File: src/fdp_pkg.sv
package fdp_pkg;

  localparam int RAW_W = 48;
  localparam logic [31:0] CANON_NAN = 32'h7FC0_0000;

  // commands from the controller to the datapath
  typedef struct packed {
    logic load_in;
    logic do_mul;
    logic do_add_acc;
    logic do_add_sum;
    logic rnd1;
    logic rnd2;
    logic rnd_tot;
    logic wr_mem;
    logic rd_sum;
    logic start_sum;
    logic sum_step;
    logic finish;
  } cmd_t;

  typedef struct packed {
    logic last;
    logic sum_end;
    logic out_busy;
  } sts_t;

endpackage

File: src/fdp_in_if.sv
interface fdp_in_if;
  logic        valid;
  logic        ready;
  logic [31:0] a_element;
  logic [31:0] b_element;
  logic        last_element;

  modport source (output valid, a_element, b_element, last_element, input ready);
  modport sink (input valid, a_element, b_element, last_element, output ready);
endinterface

File: src/fdp_out_if.sv
interface fdp_out_if;
  logic        valid;
  logic        ready;
  logic [31:0] dot_result;

  modport source (output valid, dot_result, input ready);
  modport sink (input valid, dot_result, output ready);
endinterface

File: src/fdp_ctrl.sv
module fdp_ctrl (
  input  logic          clk,
  input  logic          rst,
  input  logic          in_valid,
  output logic          in_ready,
  input  fdp_pkg::sts_t sts,
  output fdp_pkg::cmd_t cmd
);
  import fdp_pkg::*;

  typedef enum logic [12:0] {
    S_IDLE = 13'b0000000000001,
    S_MUL  = 13'b0000000000010,
    S_MR1  = 13'b0000000000100,
    S_MR2  = 13'b0000000001000,
    S_ADD  = 13'b0000000010000,
    S_AR1  = 13'b0000000100000,
    S_AR2  = 13'b0000001000000,
    S_WR   = 13'b0000010000000,
    S_SRD  = 13'b0000100000000,
    S_SADD = 13'b0001000000000,
    S_SR1  = 13'b0010000000000,
    S_SR2  = 13'b0100000000000,
    S_DONE = 13'b1000000000000
  } state_t;

  state_t state, state_next;

  assign in_ready = (state == S_IDLE);

  always_comb begin
    state_next = state;
    cmd = '0;
    case (state)
      S_IDLE: begin
        if (in_valid) begin
          cmd.load_in = 1'b1;
          state_next = S_MUL;
        end
      end
      S_MUL: begin
        cmd.do_mul = 1'b1;
        state_next = S_MR1;
      end
      S_MR1: begin
        cmd.rnd1 = 1'b1;
        state_next = S_MR2;
      end
      S_MR2: begin
        cmd.rnd2 = 1'b1;
        state_next = S_ADD;
      end
      S_ADD: begin
        cmd.do_add_acc = 1'b1;
        state_next = S_AR1;
      end
      S_AR1: begin
        cmd.rnd1 = 1'b1;
        state_next = S_AR2;
      end
      S_AR2: begin
        cmd.rnd2 = 1'b1;
        state_next = S_WR;
      end
      S_WR: begin
        cmd.wr_mem = 1'b1;
        if (sts.last) begin
          cmd.start_sum = 1'b1;
          state_next = S_SRD;
        end else begin
          state_next = S_IDLE;
        end
      end
      S_SRD: begin
        cmd.rd_sum = 1'b1;
        state_next = S_SADD;
      end
      S_SADD: begin
        cmd.do_add_sum = 1'b1;
        state_next = S_SR1;
      end
      S_SR1: begin
        cmd.rnd1 = 1'b1;
        state_next = S_SR2;
      end
      S_SR2: begin
        cmd.rnd2 = 1'b1;
        cmd.rnd_tot = 1'b1;
        cmd.sum_step = 1'b1;
        state_next = sts.sum_end ? S_DONE : S_SRD;
      end
      S_DONE: begin
        if (!sts.out_busy) begin
          cmd.finish = 1'b1;
          state_next = S_IDLE;
        end
      end
      default: state_next = S_IDLE;
    endcase
  end

  always_ff @(posedge clk) begin
    if (rst) begin
      state <= S_IDLE;
    end else begin
      state <= state_next;
    end
  end

  a_accept_mul: assert property (@(posedge clk) disable iff (rst)
    (in_valid && in_ready) |=> state == S_MUL)
    else $error("accepted request did not start multiply");

  a_finish_free: assert property (@(posedge clk) disable iff (rst)
    cmd.finish |-> !sts.out_busy)
    else $error("result loaded over a pending one");

  a_sum_follows: assert property (@(posedge clk) disable iff (rst)
    (state == S_WR && sts.last) |=> state == S_SRD)
    else $error("last request did not start final sum");

endmodule

File: src/fdp_datapath.sv
module fdp_datapath #(
  parameter int LANES = 16
) (
  input  logic          clk,
  input  logic          rst,
  input  fdp_pkg::cmd_t cmd,
  output fdp_pkg::sts_t sts,
  input  logic [31:0]   a_element,
  input  logic [31:0]   b_element,
  input  logic          last_element,
  output logic          out_valid,
  input  logic          out_ready,
  output logic [31:0]   dot_result
);
  import fdp_pkg::*;

  localparam int LW = (LANES > 1) ? $clog2(LANES) : 1;
  localparam logic [LW-1:0] LAST_LANE = LW'(LANES - 1);

  logic [31:0] a_q, b_q, res, tot, rdata;
  logic        last_q, part_ok;
  logic [LW-1:0] lane, sidx;
  logic [LANES-1:0] valid_q;
  logic [31:0] mem [LANES];

  // unrounded value: sig * 2^(q - 150)
  logic [RAW_W-1:0] raw_sig;
  logic signed [10:0] raw_q;
  logic raw_sign, raw_spec;
  logic [31:0] raw_spec_val;
  logic signed [11:0] shamt;

  logic [31:0] part;
  assign part = part_ok ? rdata : 32'h0;

  // multiply, unrounded
  logic [7:0]  ma_e, mb_e;
  logic [23:0] ma_m, mb_m;
  logic        ma_nan, mb_nan, ma_inf, mb_inf, ma_zero, mb_zero;
  logic [RAW_W-1:0] mul_sig;
  logic signed [10:0] mul_q;
  always_comb begin
    ma_e = a_q[30:23];
    mb_e = b_q[30:23];
    ma_m = {|ma_e, a_q[22:0]};
    mb_m = {|mb_e, b_q[22:0]};
    ma_nan = (&ma_e) && (|a_q[22:0]);
    mb_nan = (&mb_e) && (|b_q[22:0]);
    ma_inf = (&ma_e) && !(|a_q[22:0]);
    mb_inf = (&mb_e) && !(|b_q[22:0]);
    ma_zero = (a_q[30:0] == 31'h0);
    mb_zero = (b_q[30:0] == 31'h0);
    mul_sig = ma_m * mb_m;
    mul_q = $signed({3'b0, (|ma_e) ? ma_e : 8'd1}) + $signed({3'b0, (|mb_e) ? mb_e : 8'd1})
            - 11'sd150;
  end

  // add, unrounded
  logic [31:0] ax, ay, big, sml;
  logic [7:0]  eb, es, dd;
  logic [4:0]  dcl;
  logic [26:0] ext_s, sh, bgx, smx;
  logic        lost, esub, ax_nan, ay_nan, ax_inf, ay_inf;
  logic [27:0] sum28;
  always_comb begin
    ax = cmd.do_add_sum ? tot : part;
    ay = cmd.do_add_sum ? part : res;
    if (ax[30:0] >= ay[30:0]) begin
      big = ax;
      sml = ay;
    end else begin
      big = ay;
      sml = ax;
    end
    eb = (|big[30:23]) ? big[30:23] : 8'd1;
    es = (|sml[30:23]) ? sml[30:23] : 8'd1;
    dd = eb - es;
    dcl = (dd > 8'd27) ? 5'd27 : dd[4:0];
    ext_s = {|sml[30:23], sml[22:0], 3'b0};
    bgx = {|big[30:23], big[22:0], 3'b0};
    sh = ext_s >> dcl;
    lost = ((sh << dcl) != ext_s);
    smx = {sh[26:1], sh[0] | lost};
    esub = ax[31] ^ ay[31];
    sum28 = esub ? ({1'b0, bgx} - {1'b0, smx}) : ({1'b0, bgx} + {1'b0, smx});
    ax_nan = (&ax[30:23]) && (|ax[22:0]);
    ay_nan = (&ay[30:23]) && (|ay[22:0]);
    ax_inf = (&ax[30:23]) && !(|ax[22:0]);
    ay_inf = (&ay[30:23]) && !(|ay[22:0]);
  end

  // leading one position and shift amount
  logic [5:0] msb;
  logic signed [11:0] s_a, s_b;
  always_comb begin
    msb = '0;
    for (int i = 0; i < RAW_W; i++) begin
      if (raw_sig[i]) msb = 6'(i);
    end
    s_a = $signed({6'b0, msb}) - 12'sd23;
    s_b = 12'sd1 - $signed({raw_q[10], raw_q});
  end

  // shift, round to nearest even, pack
  logic [97:0] wide;
  logic [5:0]  scl;
  logic [4:0]  nsh;
  logic [23:0] m24, mf;
  logic [24:0] mr;
  logic        g, st, up;
  logic signed [11:0] ee;
  logic [31:0] rounded;
  always_comb begin
    scl = (shamt > 12'sd50) ? 6'd50 : shamt[5:0];
    nsh = 5'(-shamt);
    wide = {raw_sig, 50'b0} >> scl;
    if (shamt < 0) begin
      m24 = 24'(raw_sig << nsh);
      g = 1'b0;
      st = 1'b0;
    end else begin
      m24 = wide[73:50];
      g = wide[49];
      st = |wide[48:0];
    end
    up = g & (st | m24[0]);
    mr = {1'b0, m24} + {24'b0, up};
    ee = $signed({raw_q[10], raw_q}) + shamt;
    if (mr[24]) begin
      mf = mr[24:1];
      ee = ee + 12'sd1;
    end else begin
      mf = mr[23:0];
    end
    if (raw_spec) begin
      rounded = raw_spec_val;
    end else if (raw_sig == '0) begin
      rounded = {raw_sign, 31'h0};
    end else if (ee >= 12'sd255) begin
      rounded = {raw_sign, 8'hFF, 23'h0};
    end else begin
      rounded = {raw_sign, mf[23] ? ee[7:0] : 8'h0, mf[22:0]};
    end
  end

  always_ff @(posedge clk) begin
    if (cmd.load_in) begin
      a_q <= a_element;
      b_q <= b_element;
      last_q <= last_element;
    end
    if (cmd.do_mul) begin
      raw_sig <= mul_sig;
      raw_q <= mul_q;
      raw_sign <= a_q[31] ^ b_q[31];
      raw_spec <= ma_nan | mb_nan | ma_inf | mb_inf;
      raw_spec_val <= (ma_nan | mb_nan | (ma_inf & mb_zero) | (mb_inf & ma_zero)) ?
                      CANON_NAN : {a_q[31] ^ b_q[31], 8'hFF, 23'h0};
    end
    if (cmd.do_add_acc || cmd.do_add_sum) begin
      raw_sig <= {20'b0, sum28};
      raw_q <= $signed({3'b0, eb}) - 11'sd3;
      raw_sign <= (sum28 == 28'h0) ? (ax[31] & ay[31]) : big[31];
      raw_spec <= ax_nan | ay_nan | ax_inf | ay_inf;
      raw_spec_val <= (ax_nan | ay_nan | (ax_inf & ay_inf & esub)) ?
                      CANON_NAN : {ax_inf ? ax[31] : ay[31], 8'hFF, 23'h0};
    end
    if (cmd.rnd1) shamt <= (s_a > s_b) ? s_a : s_b;
    if (cmd.rnd2) begin
      if (cmd.rnd_tot) tot <= rounded;
      else res <= rounded;
    end
    if (cmd.start_sum) tot <= 32'h0;
    if (cmd.wr_mem) mem[lane] <= res;
    if (cmd.load_in || cmd.rd_sum) rdata <= mem[cmd.rd_sum ? sidx : lane];
    if (cmd.finish) dot_result <= tot;
  end

  always_ff @(posedge clk) begin
    if (rst) begin
      valid_q <= '0;
      lane <= '0;
      sidx <= '0;
      part_ok <= 1'b0;
      out_valid <= 1'b0;
    end else begin
      if (cmd.load_in || cmd.rd_sum) part_ok <= valid_q[cmd.rd_sum ? sidx : lane];
      if (cmd.wr_mem) begin
        valid_q[lane] <= 1'b1;
        lane <= (lane == LAST_LANE) ? '0 : lane + 1'b1;
      end
      if (cmd.start_sum) sidx <= '0;
      if (cmd.sum_step) sidx <= sidx + 1'b1;
      if (out_valid && out_ready) out_valid <= 1'b0;
      if (cmd.finish) begin
        out_valid <= 1'b1;
        valid_q <= '0;
        lane <= '0;
      end
    end
  end

  assign sts.last = last_q;
  assign sts.sum_end = (sidx == LAST_LANE);
  assign sts.out_busy = out_valid;

endmodule

File: src/float_dot_product_interleaved_unit.sv
// A pair is accepted only in the idle state, so the next pair waits until the current one has
// been multiplied, added to its lane's partial sum and written back. A pair marked last then
// starts the in-order sweep of all lanes (read, add, round per lane) before its result is valid.
// Pairs go through the shared multiply/add/round sequence one at a time.
// The result register lets a new vector start while a finished result waits.
// Reset (rst, synchronous, active high) clears the controller, lane counter,
// lane valid bits (partials read as +0) and the output valid.
module float_dot_product_interleaved_unit #(
  parameter int LANES = 16
) (
  input logic clk,
  input logic rst,
  fdp_in_if.sink    in_ch,
  fdp_out_if.source out_ch
);
  import fdp_pkg::*;

  cmd_t cmd;
  sts_t sts;

  // Controller: one-hot sequencer stepping multiply, round, accumulate,
  // write-back and, on the last request, the in-order sweep of all lanes.
  // The sweep holds in its final state while an earlier result still waits.
  fdp_ctrl u_ctrl (
    .clk      (clk),
    .rst      (rst),
    .in_valid (in_ch.valid),
    .in_ready (in_ch.ready),
    .sts      (sts),
    .cmd      (cmd)
  );

  // Datapath: float multiply, float add, shared normalize/round,
  // partial-sum memory with per-lane valid bits, output register.
  fdp_datapath #(
    .LANES (LANES)
  ) u_dp (
    .clk          (clk),
    .rst          (rst),
    .cmd          (cmd),
    .sts          (sts),
    .a_element    (in_ch.a_element),
    .b_element    (in_ch.b_element),
    .last_element (in_ch.last_element),
    .out_valid    (out_ch.valid),
    .out_ready    (out_ch.ready),
    .dot_result   (out_ch.dot_result)
  );

endmodule
File: src/flat_wrapper.sv
// flat-port wrapper written by rule: the top's interface ports become plain ports
module float_dot_product_interleaved_unit_flat import fdp_pkg::*;
#(
  parameter int LANES = 16
)
  (clk, rst, in_ch_valid, in_ch_a_element, in_ch_b_element, in_ch_last_element, in_ch_ready, out_ch_valid, out_ch_dot_result, out_ch_ready);
  fdp_in_if in_ch_i ();
  fdp_out_if out_ch_i ();
  input logic clk;
  input logic rst;
  input wire logic [$bits(in_ch_i.valid)-1:0] in_ch_valid;
  input wire logic [$bits(in_ch_i.a_element)-1:0] in_ch_a_element;
  input wire logic [$bits(in_ch_i.b_element)-1:0] in_ch_b_element;
  input wire logic [$bits(in_ch_i.last_element)-1:0] in_ch_last_element;
  output wire logic [$bits(in_ch_i.ready)-1:0] in_ch_ready;
  output wire logic [$bits(out_ch_i.valid)-1:0] out_ch_valid;
  output wire logic [$bits(out_ch_i.dot_result)-1:0] out_ch_dot_result;
  input wire logic [$bits(out_ch_i.ready)-1:0] out_ch_ready;
  assign in_ch_i.valid = in_ch_valid;
  assign in_ch_i.a_element = in_ch_a_element;
  assign in_ch_i.b_element = in_ch_b_element;
  assign in_ch_i.last_element = in_ch_last_element;
  assign in_ch_ready = in_ch_i.ready;
  assign out_ch_valid = out_ch_i.valid;
  assign out_ch_dot_result = out_ch_i.dot_result;
  assign out_ch_i.ready = out_ch_ready;
  float_dot_product_interleaved_unit #(.LANES(LANES)) u_core (.clk(clk), .rst(rst), .in_ch(in_ch_i), .out_ch(out_ch_i));
endmodule
File: config.mk
export PLATFORM = sky130hd
export DESIGN_NAME = float_dot_product_interleaved_unit_flat
export DESIGN_NICKNAME = d
export VERILOG_FILES = /design/src/fdp_pkg.sv /design/src/fdp_in_if.sv /design/src/fdp_out_if.sv /design/src/fdp_ctrl.sv /design/src/fdp_datapath.sv /design/src/float_dot_product_interleaved_unit.sv /design/src/flat_wrapper.sv
export SDC_FILE = /design/constraint.sdc
export NUM_CORES = 2
export LEC_CHECK = 0
export BUFFER_PORTS_ARGS = -buffer_cell sky130_fd_sc_hd__buf_4
export CORE_MARGIN = 2
export CORE_UTILIZATION = 45
export CTS_CLUSTER_DIAMETER = 60
export DETAILED_ROUTE_END_ITERATION = 16
export PLACE_DENSITY = 0.64
export SYNTH_ARGS = -nofsm -noshare
export SYNTH_HDL_FRONTEND = slang
export SYNTH_SLANG_ARGS = --single-unit
File: constraint.sdc
create_clock -name clk -period 13.9 [get_ports clk]
set_clock_uncertainty 0.05 [all_clocks]
set_input_delay 0.695 -clock clk [delete_from_list [all_inputs] [get_ports clk]]
set_output_delay 0.695 -clock clk [all_outputs]
set_load 0.02 [all_outputs]
---- Yosys cells after proc, flatten, opt, wreduce, memory -nomap -nowiden ----
Memories as Yosys holds them, arrays and structs flattened. A register that Yosys moved wholly into a read port is not among the register bits.
Cells that the tools add are included.
storage, ports and cells
  register bits ........................... 305
  bits in latches ......................... 0
  bits in writable memories ............... 512
  ROM bits ................................ 0
  output and inout bits ................... 34
  word-level logic and storage cells ...... 243
  memories kept ........................... 1
memory list
  memory           words  bits a word  read ports  clocked after memory_dff  wr ports  RTL line            text
  u_core.u_dp.mem  16     32           1           1                         1         fdp_datapath.sv:24  logic [31:0] mem [LANES];
cells by class
  add/sub/neg operators ................... 14
  multiply operators ...................... 1
  divide/modulo/power cells ............... 0
  order comparisons ....................... 9
  eq/ne operators ......................... 18
  shift-type cells ........................ 4
  mux-type cells .......................... 114
  bitwise operators ....................... 21
  reductions and logical operators ........ 42
operator list
  operator                                        number
  32-bit 2-to-1 mux                               9
  6-bit 2-to-1 mux                                47
  13-bit case mux with 13 select lines            1
  98-bit by 6-bit >> shifter with 74-bit output   1
  31-bit 2-to-1 mux                               3
  23-bit OR reduction                             4
  28-bit 2-to-1 mux                               3
  31-bit logical NOT                              2
  49-bit OR reduction                             1
  48-bit logical NOT                              1
  24-bit by 24-bit multiplier with 48-bit output  1
  24-bit 2-to-1 mux                               2
  48-bit by 5-bit << shifter with 24-bit output   1
  8-bit 2-to-1 mux                                5
  13-bit 2-to-1 mux                               3
  8-bit AND reduction                             4
  8-bit OR reduction                              4
  31-bit >= comparator                            1
  1-bit 2-to-1 mux                                29
  27-bit by 27-bit adder with 28-bit output       1
  28-bit logical NOT                              1
  27-bit by 27-bit subtractor with 28-bit output  1
  27-bit inequality test                          1
  27-bit by 5-bit << shifter with 27-bit output   1
  other kinds (53)                                96

---- Longest topological paths before layout ----
  depth after elaboration ................. 50
  gate-level depth with buffers ........... 73

---- Modules after synthesis ----
From an unflattened synthesis, not the netlist that was laid out.
second synthesis, totals
  cell total of the unflattened synthesis .. 6279
  area, all modules ....................... 65251.3 sq um
by module, submodules not included
  module        instances  cells each  area an instance (sq um)
  fdp_datapath  1          6178        64406.8
  fdp_ctrl      1          101         844.6

---- Worst setup path after synthesis ----
No wires, ideal clock.
  kind .................................... flip-flop to flip-flop
  from .................................... reg u_core.u_ctrl.state[2]
  to ...................................... reg u_core.u_dp.raw_sign (data pin)
  arrival time ............................ 13.890 ns
  data required time ...................... 13.577 ns
  slack ................................... -0.313 ns
  stages on the path, launching flop included .. 66
  path buffers ............................ 11
  period minus slack after synthesis ...... 14.213 ns
  cells stage by stage .................... dfxtp_1 nor4_4 nand3_1 nor2b_1 clkbuf_1 buf_1 a21oi_1 ha_1 nand2b_1 a2111oi_0 a211oi_1 o211ai_1 nand4_1 and3_1 buf_2 nor2_2 buf_6 buf_4 [... 30 more ...] nand2_1 inv_1 ha_1 nor2b_1 a31oi_1 o221a_2 o41ai_2 a2111oi_1 o31ai_2 a21oi_1 nor2_1 o31ai_1 xnor2_1 o31ai_1 nor4_1 nand4_1 mux2i_1 a211oi_2
on the way
  cells in the longest elaborated chain, start to end .. 19
  elaborated cells on any way between the ends .. 29
  classes of those cells .................. add/sub: 3; order compare: 2; eq/ne: 3; shift: 2; mux: 12; bitwise: 3; reduce/logical: 4
ends and longest elaborated chain
  what                                                                                                                RTL line                                text
  from (decl)                                                                                                         fdp_ctrl.sv:27                          state_t state, state_next;
  from (signal assigned)                                                                                              fdp_ctrl.sv:106                         state <= state_next;
  13-bit by 10-bit == test with 1-bit output                                                                          fdp_ctrl.sv:34                          case (state)
  1-bit 2-to-1 mux                                                                                                    fdp_ctrl.sv:34
  32-bit 2-to-1 mux (on tied branches)                                                                                fdp_datapath.sv:66, fdp_datapath.sv:67
  31-bit >= comparator                                                                                                fdp_datapath.sv:68                      if (ax[30:0] >= ay[30:0]) begin
  32-bit 2-to-1 mux / 31-bit 2-to-1 mux (equally long branches)                                                       fdp_datapath.sv:68
  8-bit OR reduction (on tied branches)                                                                               -
  8-bit 2-to-1 mux (on tied branches)                                                                                 fdp_datapath.sv:75, fdp_datapath.sv:76
  8-bit subtractor                                                                                                    fdp_datapath.sv:77                      dd = eb - es;
  [... 3 more ...]                                                                                                    -
  27-bit by 5-bit << shifter with 27-bit output                                                                       fdp_datapath.sv:82                      lost = ((sh << dcl) != ext_s);
  27-bit inequality test                                                                                              fdp_datapath.sv:82
  1-bit bitwise OR                                                                                                    fdp_datapath.sv:83                      smx = {sh[26:1], sh[0] | lost};
  27-bit by 27-bit adder with 28-bit output / 27-bit by 27-bit subtractor with 28-bit output (equally long branches)  fdp_datapath.sv:85                      sum28 = esub ? ({1'b0, bgx} - {1'b0, smx}) : ({1'b0, bgx} + {1'b0, smx});
  28-bit 2-to-1 mux                                                                                                   fdp_datapath.sv:85
  28-bit logical NOT                                                                                                  fdp_datapath.sv:163                     raw_sign <= (sum28 == 28'h0) ? (ax[31] & ay[31]) : big[31];
  1-bit 2-to-1 mux                                                                                                    fdp_datapath.sv:163
  1-bit 2-to-1 mux (*)                                                                                                fdp_datapath.sv:160                     if (cmd.do_add_acc || cmd.do_add_sum) begin
  to (signal assigned)                                                                                                fdp_datapath.sv:155                     raw_sign <= a_q[31] ^ b_q[31];
  to (signal assigned)                                                                                                fdp_datapath.sv:163
  to (decl)                                                                                                           fdp_datapath.sv:29                      logic raw_sign, raw_spec;
Mark *: on every way between the ends. The rest lies on a longest branch, timed or not.
A chain may end at the register's enable or synchronous reset.

---- Final worst setup path ----
  from .................................... reg u_core.u_ctrl.state[10]
  to ...................................... reg u_core.u_dp.raw_sign (data pin)
The elaborated chain is that of the path after synthesis.

==> impl_results.md <==
- Die height: 388 um
- H-tree depth reported by CTS: 3
- Required time at the worst-slack endpoint: 14,250 ps
- Share of the yosys chip area belonging to registers: 0.357
- Number of global-route vias before repair: 52.3k
- Instance count of the mapped netlist: 6,479
- Portion of total power attributed to combinational logic: 0.707
- Sum of met2 wire segment lengths after detailed routing: 105,000 um
- Number of synthesized flops with an enable pin: 727
- Part of the power in registers: 0.170
- Quantity of hold-fixing buffers added after cts: 0
- CTS tree: done
- Total number of nets in the final design: 7,525
- Time the final worst path needs with I/O delays and setup: 13,430 ps
- Total number of clock tree sinks: 818
- Reg-to-reg endpoint: u_core.u_dp.raw_sign
- Clk network pwr share: 0.123
- Placement Rows: 140
- Critical-path top delay cell: or4_1
- CORE AREA: 146,000 um^2
- Sum of net half-perimeters after detailed placement: 165,000 um
- Slew at the pin closest to its max-slew limit: 1470 ps
- Min-Delay Endpoint: u_core.u_dp.b_q[4]
- Net switching component of the power: 0.00908 W
- CTS buffer count: 89
- Met3 Routed Length: 18,600 um
- Pin count of the biggest net entering global routing: 133
- Crit path largest cell delay: 530 ps
- Highest achievable clock rate: 74.4 MHz
- Cell area power density: 259 nW/um^2
- Layout-stage area growth over the synthesis result: 12.9%
- Largest fanout on the critical path: 17
- Crit end category: flop
- Count of unresolved DRC violations after routing: 0
- Violated checks: max-capacitance violations
- Critical setup path kind: reg -> reg
- Wire length the detailed router placed on met1: 94,600 um
- Switch share: 0.469
- Class of the most critical hold timing path: in -> reg
- Final setup vio count: 0
- Total GRT Usage: 0.297
- Starting utilization of the core area: 0.454
- Wire length of the first global-routing pass: 337,000 um
- Count of antenna-violating nets left after detailed routing: 0
- Number of filler instances in the final layout: 13.1k
- Storage element area: 23,700 um^2
- Cell area reported after detailed placement: 70,800 um^2
- Cell type with the highest occurrence count on the critical path: buf_4
- Mean routed wirelength per cell: 26.4 um
- Number of max-cap violations: 1
- Uppermost layer routed: met5
- Startpoint of the worst-slack reg-to-reg timing path: u_core.u_ctrl.state[10]
- Yosys reg bits: 818
- Skew-Pair Late Insertion Delay: 740 ps
- Via count: 52.8k
- Total overflow reported by the global router: 0
- Worst reg2reg setup slack: 470 ps
- Ranking of synthesized cells by area: edfxtp_1, fa_1, ha_1
- Non-Filler Cell Area, Final: 74,800 um^2
- Part of the cycle the worst path needs: 0.966
- Vias per std cell: 6.10
- Internal power: 0.0103 W
- Bufs on Longest Clock Path: 3
- Area share of the largest cell type after synthesis: 0.330
- YS warnings: 0
- Total wirelength of the detailed-routed design: 228,000 um
- Weighted congestion at the end of routability-driven global placement: 1.04
- Count of buffers inserted at the top-level ports: 102
- Async S/R FF share, synth: 0
- Headroom to the max-slew limit: 0.0108
- Status: finished with violations
- Boundary Pins: 103
- Worst hold path stage count: 1
- Hold Crit Start: in_ch_b_element[4]
- Largest area contributor in the netlist: edfxtp_1
- Synth Net Count: 7,343
- Cell area after synthesis: 66,200 um^2
- Chip Width: 388 um
- DR pass1 iterations: 5
- Initial antenna violation count: 4
- Number of cells traversed by the worst register-to-register path: 61
- Static Leak: 30.0 nW
- Clock transition at the registers of the reported paths: 60 ps
- Startpoint Class: flop
- CTS root buffer: clkbuf_16
- Initial DRC Count: 5,304
- Maximum resistive drop on vdd: 1.05 mV
- Die Footprint: 150,000 um^2
- Average footprint of a synthesized cell: 10.2 um^2
- Dominant register cell in the synthesized netlist: edfxtp_1
- Hold violation count in the final report: 0
- Final Max Slew Viols: 0
- Netlist cell types: 114
- Fin Setup TNS: 0 ps
- Share of layout cells above drive strength 1: 0.154
- Combined area of the multi-input logic cells: 39,500 um^2
- Signal arrival time at the worst endpoint: 13,780 ps
-- how the worst max path moves through the flow --
stage | from | to | slack, ps | cells past startpoint
floorplan | u_core.u_ctrl.state[2] | u_core.u_dp.raw_sign | 60 | 68
global placement | u_core.u_ctrl.state[2] | u_core.u_dp.raw_sign | 220 | 57
detailed placement | u_core.u_ctrl.state[2] | u_core.u_dp.raw_sign | -70 | 58
CTS | u_core.u_ctrl.state[2] | u_core.u_dp.raw_sign | 20 | 58
global route | u_core.u_ctrl.state[10] | u_core.u_dp.raw_sign | -90 | 61
finish | u_core.u_ctrl.state[10] | u_core.u_dp.raw_sign | 470 | 61
-- area by class of cell --
class	instances	share of cell area
multi-input cells	4628	0.528
flip-flops and latches	818	0.316
repair buffers	486	0.0514
well taps	1917	0.0321
inverters	638	0.0320
clock buffers	108	0.0307
clock inverters	56	0.00921
diodes	1	0.0000335
-- cell usage after synthesis, types with 39 or more instances --
library cell / instances
a211oi_1: 82
a21o_1: 40
a21oi_1: 334
a31oi_1: 61
and2_1: 273
buf_2: 45
clkbuf_1: 305
dfxtp_1: 91
edfxtp_1: 727
fa_1: 487
ha_1: 308
inv_1: 634
mux2i_1: 141
mux4_2: 171
nand2_1: 845
nand3_1: 138
nand4_1: 49
nor2_1: 406
nor3_1: 142
nor4_1: 48
o211ai_1: 53
o21a_1: 39
o21ai_0: 216
o21ai_1: 46
o21bai_1: 44
o22ai_1: 49
xnor2_1: 90
xor2_1: 45
-- power groups by stage --
stage               Sequential [W]  Clock (W)  Combinational [W]
finish                     0.00328    0.00238             0.0137
global route               0.00330    0.00251             0.0154
CTS                        0.00328    0.00242             0.0137
detailed placement         0.00333          0             0.0135
global placement           0.00333          0             0.0134
floorplan                  0.00322          0             0.0101
-- cell usage in the layout (no fill, tap or decap), types with 25 or more instances in the layout --
master / netlist / final
buf_4: 6 / 469
nor3_1: 142 / 124
and2_1: 273 / 273
o21bai_1: 44 / 44
nand4_1: 49 / 49
nand2_1: 845 / 842
fa_1: 487 / 487
o22ai_1: 49 / 45
a31oi_1: 61 / 60
o211ai_1: 53 / 53
xor2_1: 45 / 44
clkbuf_16: 0 / 91
nor2b_1: 31 / 26
o21ai_0: 216 / 204
o31ai_1: 26 / 25
dfxtp_1: 91 / 91
o21ai_1: 46 / 45
a21oi_1: 334 / 320
mux4_2: 171 / 171
o21a_1: 39 / 39
edfxtp_1: 727 / 727
a211oi_1: 82 / 77
nor2_1: 406 / 384
inv_1: 634 / 632
a21o_1: 40 / 40
nand3_1: 138 / 131
mux2_2: 28 / 28
nand2b_1: 38 / 37
a22o_1: 38 / 38
mux2i_1: 141 / 135
nor4_1: 48 / 45
xnor2_1: 90 / 87
ha_1: 308 / 308
-- routing by layer --
| metal | GRT usage | up-vias |
|---|---|---|
| li1 | - | 23200 |
| met1 | 0.408 | 26600 |
| met2 | 0.472 | 2517 |
| met3 | 0.0476 | 522 |
| met4 | 0.118 | 2 |
| met5 | 0 | - |
-- registers in the layout, indices dropped and copies added (netlist names), 13 cells and up --
| name | flops |
|---|---|
| u_core.u_dp.mem | 512 |
| u_core.u_dp.raw_sig | 48 |
| u_core.u_dp.a_q | 32 |
| u_core.u_dp.b_q | 32 |
| u_core.u_dp.dot_result | 32 |
| u_core.u_dp.rdata | 32 |
| u_core.u_dp.res | 32 |
| u_core.u_dp.tot | 32 |
| u_core.u_dp.valid_q | 16 |
| u_core.u_ctrl.state | 13 |
-- logic make-up after synthesis --
family | Yosys count | share of synthesized area
xor gates and xnor gates | 138 | 0.0186
and+or+nand+nor | 2122 | 0.152
adders and majority gates | 798 | 0.206
muxes | 341 | 0.0844
buffers and inverters | 1034 | 0.0606
DFF | 818 | 0.357
AOI/OAI and AO/OA | 1228 | 0.122
-- worst max-delay path: cells and delay by family (launching register included) --
| family | cells | cell delay, ps |
|---|---|---|
| buf+inv | 11 | 1830 |
| fa+ha+maj | 4 | 1110 |
| simple gates | 21 | 4720 |
| compound gates | 21 | 4220 |
| flops | 1 | 380 |
| xor+xnor | 2 | 270 |
| mux | 2 | 490 |
-- timing repair --
item	4_1_cts	5_1_grt
gates resized for setup	3	135
buffers inserted	0	37
pin swaps	0	40
gates cloned	0	3
endpoints found under the setup margin	1	9
-- through the flow --
stage | utilization | hold WS [ps] | total power [W] | worst slack (ps) | cells
after detailed placement | 0.485 | 409 | 0.0168 | -71.4 | 8447
after global placement | 0.485 | 395 | 0.0167 | 224 | 8447
final | 0.512 | 125 | 0.0194 | 468 | 8652
after CTS | 0.506 | 77.1 | 0.0194 | 24.9 | 8611
after global routing | 0.512 | 92.4 | 0.0212 | -92.8 | 8651
after floorplan | - | 381 | 0.0133 | 56.8 | 6479
(Power assumes the default switching activity.)
